==> src/design/kfp_pkg.sv <==
// Shared types and constants for the keyed FIFO pool.
// No dependencies.
package kfp_pkg;

    localparam int DEF_POOL_DEPTH    = 64;
    localparam int DEF_PAYLOAD_WIDTH = 64;
    localparam int OPCODE_W          = 3;
    localparam int KEY_W             = 32;
    localparam int FIELD_PAYLOAD_W   = 64;
    localparam int STATUS_W          = 2;
    localparam int OCC_W             = 7;

    typedef enum logic [OPCODE_W-1:0] {
        OP_APPEND     = 3'd0,
        OP_TAKE_FIRST = 3'd1,
        OP_TAKE_KEY   = 3'd2,
        OP_PEEK_KEY   = 3'd3,
        OP_CLEAR      = 3'd4,
        OP_NOP        = 3'd5
    } t_op;

    typedef enum logic [STATUS_W-1:0] {
        ST_OK   = 2'd0,
        ST_MISS = 2'd1,
        ST_FULL = 2'd2
    } t_status;

    // Classified request as it travels from front to back.
    typedef struct packed {
        t_op                        op;
        logic [KEY_W-1:0]           key;
        logic [FIELD_PAYLOAD_W-1:0] data;
    } t_cmd;

endpackage

==> src/design/kfp_queue.sv <==
// Two-entry queue between front and back.
// Depends on kfp_pkg.
module kfp_queue import kfp_pkg::*; (
    input  logic i_clk,
    input  logic i_rst_n,
    input  logic i_push,
    input  t_cmd i_cmd,
    output logic o_full,
    output logic o_valid,
    output t_cmd o_cmd,
    input  logic i_pop
);

    t_cmd       r_mem [2];
    logic       r_wr_ptr;
    logic       r_rd_ptr;
    logic [1:0] r_fill;

    assign o_full  = (r_fill == 2'd2);
    assign o_valid = (r_fill != 2'd0);
    assign o_cmd   = r_mem[r_rd_ptr];

    always_ff @(posedge i_clk) begin
        if (!i_rst_n) begin
            r_wr_ptr <= 1'b0;
            r_rd_ptr <= 1'b0;
            r_fill   <= 2'd0;
        end else begin
            if (i_push) begin
                r_wr_ptr <= !r_wr_ptr;
            end
            if (i_pop) begin
                r_rd_ptr <= !r_rd_ptr;
            end
            if (i_push && !i_pop) begin
                r_fill <= r_fill + 2'd1;
            end else if (i_pop && !i_push) begin
                r_fill <= r_fill - 2'd1;
            end
        end
        if (i_push) begin
            r_mem[r_wr_ptr] <= i_cmd;
        end
    end

endmodule

==> config.mk <==
export PLATFORM = sky130hd
export DESIGN_NAME = kfp_queue
export DESIGN_NICKNAME = d
export VERILOG_FILES = /design/src/design/kfp_pkg.sv /design/src/design/kfp_queue.sv
export SDC_FILE = /design/constraint.sdc
export NUM_CORES = 1
export LEC_CHECK = 0
export ABC_AREA = 1
export BUFFER_PORTS_ARGS = -buffer_cell sky130_fd_sc_hd__buf_2
export CORE_MARGIN = 4
export CORE_UTILIZATION = 52
export DETAILED_ROUTE_END_ITERATION = 16
export GPL_ROUTABILITY_DRIVEN = 1
export PLACE_DENSITY = 0.82
export SLEW_MARGIN = 10
export SYNTH_ARGS = -nofsm -noshare
export SYNTH_HDL_FRONTEND = slang
export SYNTH_SLANG_ARGS = --single-unit
export TNS_END_PERCENT = 20
==> constraint.sdc <==
create_clock -name i_clk -period 8 [get_ports i_clk]
set_input_delay 1.2 -clock i_clk [delete_from_list [all_inputs] [get_ports i_clk]]
set_output_delay 1.2 -clock i_clk [all_outputs]
set_load 0.02 [all_outputs]
==> summary.md, run 1 <==
| Metric | Value |
|---|---|
| CP Class | `register to output pin` |
| Final Max Slew Viols | `0` |
| Post-layout min period | `roughly 3.7 ns` |
| Status | `completed` |
| CTS resizes | `0` |
| Arrival time of the worst setup path | `2.55 ns` |
| Final Cycle Share | `0.4684` |
| Layout net count | `665` |
| CORE AREA | `approximately 14000 um^2` |
| Area Overhead vs Synth | `24.87%` |
| Data required time of the worst path | `6.80 ns` |
| Synthesized instance count | `343` |
| # hold bufs at CTS | `0` |
| Initial DRC Count | `207` |
| Largest delay share family, worst path | `buffers and inverters` |
| Initial core utilization | `0.5310` |
| Max frequency | `266.8 MHz` |
| First-pass detailed-route iteration total | `4` |
| Register area | `approximately 6000 um^2` |
| VDD IR max | `roughly 0.16 mV` |
| Worst setup SP type | `register` |
| Antenna violations before repair | `2` |
| Reg power frac | `0.522` |
| Clock skew | `~0.010 ns` |
| Post-CTS Setup Bufs | `0` |
| Most frequent cells in the layout | `203 x buf_2, 198 x edfxtp_1, 89 x mux2_2` |
| Die area | `between 15000 and 20000 um^2` |
| Placed cell count | `718` |
| Relative slew slack | `0.2428` |
| Synth Cell Area | `7400 um^2` |
| Die width | `127.3 um` |
| YS warnings | `0` |
| Final antenna-violating net count | `0` |
| Seq/Total Area, Yosys | `0.8170` |
| Top post-synthesis cells by area | `edfxtp_1 80%, mux2_2 14%, mux2_4 2.0%` |
| Power Density | `259.3 nW/um^2` |
| RSZ-0062 raised after global routing | `no` |
| Final Hold Fails | `0` |
| Psw | `~0.00052 W` |
| Die Height | `127.3 um` |
| H-tree depth | `1` |
| Internal | `0.001873 W` |
| Net count after synthesis | `447` |
| Post-synth cell types | `14` |
| Fill cell count | `961` |
| CP max-delay cell | `dfxtp_4` |
| # port buffers | `a little over 200` |
| Non-filler cells in the finished layout | `between 700 and 800` |
| CTS tree | `yes` |
| Largest area contributor in the netlist | `edfxtp_1` |
| RePlAce Congestion | `roughly 0.73` |
| First-pass GRT wire length | `about 21000 um` |
| Slew @ Worst Pin | `between 1 and 1.5 ns` |
| CP max stage delay | `between 0.7 and 0.8 ns` |
| Num CTS Buffers | `21` |
| Clock Tree Buf Depth | `3` |
| All-Layer GR Usage | `0.1625` |
| Clk Latency, worst-skew pair | `roughly 0.48 ns` |
| # rows | `43` |
| Inserted Diodes | `0` |
| Remaining global-route overflow | `0` |
| Buf+Inv Stages, Crit Path | `2` |
| Yosys reg bits | `203` |
| DRC viols | `0` |
| Routed wire length per instance | `18.29 um` |
| Share of layout cells above drive strength 1 | `0.5801` |
| Most common cell after layout, fill and taps aside | `buf_2` |
| Maxcap violations | `0` |
| Switching Share | `0.2181` |
| Setup crit end kind | `output pin` |
| Synth top area share | `0.8035` |
| Multi-input combinational cell area | `1257 um^2` |
| Setup TNS | `0 ns` |
| Largest net degree at the start of global routing | `60` |
| Crit-path max FO | `54` |
| Clock Power Share | `0.376` |
| Combinational Power Share | `0.101` |
| IO Pins | `204` |
| Number of global-route vias before repair | `between 4000 and 5000` |
| Post-DP HPWL | `9168 um` |
| CTS sink count | `203` |
| Root buffer cell | `clkbuf_16` |
| Syn avg cell area | `21.57 um^2` |
| Vias | `3778` |
| Drt total wl | `13790 um` |
| Clock-pin slew on the worst setup and hold paths | `roughly 0.060 ns` |
| Setup violations, final | `0` |
| Crit-path cells | `buf_4, mux2_2, buf_2` |
| Lkg Pwr | `approximately 3.5 nW` |
| Hold WC Path Type | `register to register` |
| Via density | `5.011` |
-- worst paths after layout --
check	from	endpoint	slack, ns	cells past startpoint
worst max register to register	r_wr_ptr$_SDFFE_PN0P_	r_mem[0][19]$_DFFE_PP_	5.57	2
worst min register to register	r_rd_ptr$_SDFFE_PN0P_	register	0.53	2
worst max-delay path	register	o_cmd[48]	4.25	3
worst min-delay path	r_rd_ptr$_SDFFE_PN0P_	register	0.53	2
-- kinds of logic (layout without fill, tap and decap cells) --
kind of cell	Yosys count	after routing	share of synthesized area
AO/OA/AOI/OAI	2	2	0.001351
adder cells (fa/ha/maj)	1	1	0.001691
buffers and inverters	19	250	0.01403
flip-flops	203	203	0.8170
multiplexers	99	99	0.1557
AND/OR/NAND/NOR	19	19	0.01015
-- cells in the mapped netlist, drive strengths merged --
library cell	number
a21oi	1
buf	11
dfxtp	5
edfxtp	198
ha	1
inv	8
mux2	99
nand2	9
nand3	1
nand4	1
nor2	8
o21ai	1
-- metrics by stage --
| stage | worst slack [ns] | power (W) | util | hold WS [ns] | instance area [um^2] |
|---|---|---|---|---|---|
| after floorplan | 2.056 | 0.001427 | - | 0.4635 | 7400 |
| after global placement | 4.576 | 0.001508 | 0.6174 | 0.4765 | 8603 |
| after global routing | 4.090 | 0.002484 | 0.6631 | 0.5657 | 9240 |
| final | 4.253 | 0.002396 | 0.6631 | 0.5257 | 9240 |
| after detailed placement | 4.482 | 0.001519 | 0.6174 | 0.4911 | 8603 |
| after CTS | 4.207 | 0.002425 | 0.6631 | 0.5199 | 9240 |
-- worst register-to-register path, delay by kind of cell (launching register included) --
kind	cells	cell delay (ns)
buffers and inverters	1	0.79
and+or+nand+nor	1	0.88
DFF	1	0.34
-- cell type report --
type                    count  area share
inverters                   8    0.003521
clock inverters            10     0.01002
multi-input cells         121      0.1361
clock buffers              26     0.05890
repair buffers            206      0.1124
well taps                 180     0.02437
flip-flops and latches    203      0.6547
-- routing by layer --
metal  wire length, um  GRT usage  vias up
met2              6908     0.2797      142
met4               145    0.03155        4
met1              5387     0.1986     1841
met3              1324    0.06104       16
met5                26          0        -
li1                  -          -     1775
-- power groups by stage --
stage	Combinational, W	Sequential [W]	Clock, W
after global routing	0.000259	0.00126	0.000968
after detailed placement	0.000245	0.00127	0
after global placement	0.000239	0.00127	0
after floorplan	0.000159	0.00127	0
final	0.000242	0.00125	0.000902
after CTS	0.000246	0.00125	0.000926
-- state kept, by name, indices dropped and copies added (netlist names), named ones only --
| signal | count |
|---|---|
| r_fill | 2 |
| r_mem | 198 |
| r_rd_ptr | 1 |
| r_wr_ptr | 1 |
Power figures use the tool's default switching activity.
==> inputs of run 2 (changes only) <==
--- a/config.mk
+++ b/config.mk
@@ -5,7 +5,7 @@
 export SDC_FILE = /design/constraint.sdc
 export NUM_CORES = 1
 export LEC_CHECK = 0
-export ABC_AREA = 1
+export ABC_AREA = 0
 export BUFFER_PORTS_ARGS = -buffer_cell sky130_fd_sc_hd__buf_2
 export CORE_MARGIN = 4
 export CORE_UTILIZATION = 52
==> constraint.sdc (replaced) <==
create_clock -name i_clk -period 3.8 [get_ports i_clk]
set_input_delay 0.57 -clock i_clk [delete_from_list [all_inputs] [get_ports i_clk]]
set_output_delay 0.57 -clock i_clk [all_outputs]
set_load 0.02 [all_outputs]
==> run 2 against run 1 <==
Via count rose by 0.53%. Die area fell by 0.11%. Sequential share of layout area fell by 0.48 points. Synthesized cell count fell by 3.8%. Clock skew fell by 0.0044 ns. Combinational power rose by 140%. Non-clock buffer count rose by 2. Cell area rose by 0.74%. Worst hold slack got worse by 0.24 ns. Largest power group unchanged. Highest routed layer unchanged.
==> summary.md, run 2 <==
| Metric | Value |
|---|---|
| Switching Share | `0.2180 (was 0.2181)` |
| Crit-path max FO | `50 (was 54)` |
| Reg power frac | `0.515 (was 0.522)` |
| Vias | `3798 (was 3778)` |
| Net count after synthesis | `434 (was 447)` |
| Post-synth ARST share | `0 (unchanged)` |
| # hold bufs at CTS | `0 (unchanged)` |
| Die Height | `127.2 um (was 127.3 um)` |
| Final Cycle Share | `0.7326` |
| Post-CTS Setup Bufs | `0 (unchanged)` |
| Final Max Slew Viols | `0 (unchanged)` |
| Final Hold Fails | `0 (unchanged)` |
| Clock Tree Buf Depth | `3 (unchanged)` |
| Die width | `127.2 um (was 127.3 um)` |
| CTS tree | `yes (unchanged)` |
| RSZ-0062 raised after global routing | `no (unchanged)` |
| Largest area contributor in the netlist | `edfxtp_1 (unchanged)` |
| Max reg flops | `198 (unchanged)` |
| Psw | `0.001117 W (was 0.0005225 W)` |
| Worst setup SP type | `register (unchanged)` |
| Die area | `16180 um^2 (was 16200 um^2)` |
| Cell Area, Placed | `8660 um^2 (was 8603 um^2)` |
| Most frequent cells in the layout | `203 x buf_2, 198 x edfxtp_1, 89 x mux2_2 (unchanged)` |
| Clock skew | `0.005566 ns (was 0.009960 ns)` |
| GRT Max-Usage Layer | `met2 (unchanged)` |
| Synth cell count leaders | `198 x edfxtp_1, 89 x mux2_2, 10 x mux2_4, 8 x buf_2, 5 x dfxtp_1 (was 198 x edfxtp_1, 89 x mux2_2, 10 x mux2_4, 9 x nand2_1)` |
| First-pass GRT wire length | `20680 um (was 20850 um)` |
| Syn avg cell area | `22.40 um^2 (was 21.57 um^2)` |
| Largest net degree at the start of global routing | `52 (was 60)` |
| CORE AREA | `13880 um^2 (was 13930 um^2)` |
| Inserted Diodes | `0 (unchanged)` |
| Initial DRC Count | `208 (was 207)` |
| CP max-delay cell | `dfxtp_4 (unchanged)` |
| First-pass detailed-route iteration total | `4 (unchanged)` |
| Lkg Pwr | `3.532 nW (was 3.529 nW)` |
| Yosys reg bits | `203 (unchanged)` |
| Post-DP HPWL | `8991 um (was 9168 um)` |
| Internal | `0.004006 W (was 0.001873 W)` |
| Post-synth cell types | `17 (was 14)` |
| Drt total wl | `13390 um (was 13790 um)` |
| Status | `completed (unchanged)` |
| Setup violations, final | `0 (unchanged)` |
| Top-count cell post-synth | `edfxtp_1 (unchanged)` |
| Relative slew slack | `0.3487 (was 0.2428)` |
| Final antenna-violating net count | `0 (unchanged)` |
| CTS resizes | `0 (unchanged)` |
| Top post-synthesis cells by area | `edfxtp_1 80%, mux2_2 14%, mux2_4 2.0% (unchanged)` |
| VDD IR max | `0.3934 mV (was 0.1648 mV)` |
| Share of layout cells above drive strength 1 | `0.6021 (was 0.5801)` |
| Most flops, register | `r_mem (unchanged)` |
| Num CTS Buffers | `21 (unchanged)` |
| Clock Power Share | `0.373 (was 0.376)` |
| Arrival time of the worst setup path | `2.21 ns (was 2.55 ns)` |
| # rows | `43 (unchanged)` |
| Post-layout min period | `between 2 and 3 ns` |
| Met2 GRT Util | `0.2870 (was 0.2797)` |
| Most common cell after layout, fill and taps aside | `buf_2 (unchanged)` |
| Setup TNS | `0 ns (unchanged)` |
| Layout net count | `654 (was 665)` |
| Maxcap violations | `0 (unchanged)` |
| DRC viols | `0 (unchanged)` |
| Synth top area share | `0.8045 (was 0.8035)` |
| GR met1 Demand/Resource | `0.1976 (was 0.1986)` |
| Fin util | `0.6706 (was 0.6631)` |
| Via density | `5.112 (was 5.011)` |
| Power Density | `550.3 nW/um^2 (was 259.3 nW/um^2)` |
| Synthesized instance count | `330 (was 343)` |
| Initial core utilization | `0.5324 (was 0.5310)` |
| Slew @ Worst Pin | `0.9748 ns (was 1.133 ns)` |
| Hold WC Path Type | `input port to register (was register to register)` |
| Data required time of the worst path | `3.23 ns (was 6.80 ns)` |
| Clk Latency, worst-skew pair | `0.47 ns (was 0.48 ns)` |
| Ys flop type | `edfxtp_1 (unchanged)` |
| Clock-pin slew on the worst setup and hold paths | `0.06 ns (about the same)` |
| Number of synthesized flops with an enable pin | `198 (unchanged)` |
| IO Pins | `204 (unchanged)` |
| CP Class | `register to output pin (unchanged)` |
| Top flop regs | `r_mem: 198 flops, r_fill: 2 flops (unchanged)` |
| Seq/Total Area, Yosys | `0.8180 (was 0.8170)` |
| Setup crit end kind | `output pin (unchanged)` |
| Total design power | `0.005122 W (was 0.002396 W)` |
| Area Overhead vs Synth | `25.95% (was 24.87%)` |
| Synth Cell Area | `7391 um^2 (was 7400 um^2)` |
| Routed wire length per instance | `18.02 um (was 18.29 um)` |
| H-tree depth | `1 (unchanged)` |
| RePlAce Congestion | `0.7535 (was 0.7345)` |
| YS warnings | `0 (unchanged)` |
| All-Layer GR Usage | `0.1618 (was 0.1625)` |
| CTS sink count | `203 (unchanged)` |
| CP max stage delay | `0.79 ns (was 0.72 ns)` |
| Root buffer cell | `clkbuf_16 (unchanged)` |
| Antenna violations before repair | `1 (was 2)` |
| # port buffers | `203 (unchanged)` |
| Max frequency | `359.2 MHz` |
| Met3 usage | `0.04264 (was 0.06104)` |
| Crit-path cells | `buf_12, mux2_2, buf_2 (was buf_4, mux2_2, buf_2)` |
| Design area | `9309 um^2 (was 9240 um^2)` |
| Combinational Power Share | `0.113 (was 0.101)` |
| Number of global-route vias before repair | `4095 (was 4107)` |
| Remaining global-route overflow | `0 (unchanged)` |
[run 2: kinds of logic (layout without fill, tap and decap cells)]
| logic type | Yosys count | in the layout | share of synthesized area |
|---|---|---|---|
| flip-flops | 203 | 203 | 0.8180 |
| adder cells (fa/ha/maj) | 1 | 1 | 0.001693 |
| XOR/XNOR | 3 | 3 | 0.003556 |
| AND/OR/NAND/NOR | 9 | 9 | 0.007619 |
| buffers and inverters | 12 | 245 | 0.01050 |
| AO/OA/AOI/OAI | 3 | 3 | 0.002709 |
| multiplexers | 99 | 99 | 0.1559 |
[run 2: power by group through the flow]
stage | logic (W) | clock network, W | registers, W
final | 0.000577 | 0.00191 | 0.00264
after global routing | 0.000618 | 0.00207 | 0.00265
after CTS | 0.000586 | 0.00196 | 0.00264
after detailed placement | 0.000583 | 0 | 0.00268
after global placement | 0.000570 | 0 | 0.00268
after floorplan | 0.000385 | 0 | 0.00266
[run 2: path summary, 6_finish.rpt]
kind                                        startpoint                      to  slack [ns]  cells past startpoint
worst max-delay path                          register               o_cmd[96]        1.02                      3
worst max register to register   r_wr_ptr$_SDFFE_PN0P_  r_mem[0][13]$_DFFE_PP_        2.02                      2
worst min register to register  r_fill[1]$_SDFFE_PN0P_  r_fill[1]$_SDFFE_PN0P_        0.55                      2
worst min-delay path                         i_cmd[25]  r_mem[1][25]$_DFFE_PP_        0.29                      1
[run 2: per-layer routing]
metal | share of wire | vias to the layer above
li1 | - | 1750
met1 | 0.38 | 1865
met2 | 0.52 | 155
met3 | 0.077 | 26
met4 | 0.019 | 2
met5 | 0.00090 | -
[run 2: cell type report]
class | instances | area, um^2
Fill cell | 918 | 4572
Clock inverter | 8 | 87.58
Sequential cell | 203 | 6050
Clock buffer | 28 | 561.8
Tap cell | 180 | 225.2
Inverter | 1 | 3.754
Timing Repair Buffer | 208 | 1104
Multi-Input combinational cell | 115 | 1277
[run 2: worst max-delay path, delay by kind of cell, from the launching register on]
family,cells,cell delay (ns)
mux,1,0.39
flops,1,0.79
buf+inv,2,0.51
[run 2: per-stage QoR]
step | setup slack [ns] | cells | hold WS (ns)
floorplan | 0.1903 | 330 | 0.4606
global placement | 1.503 | 707 | 0.4759
detailed placement | 1.479 | 707 | 0.5272
CTS | 0.9809 | 743 | 0.2670
global route | 0.9019 | 743 | 0.2640
finish | 1.016 | 743 | 0.2860
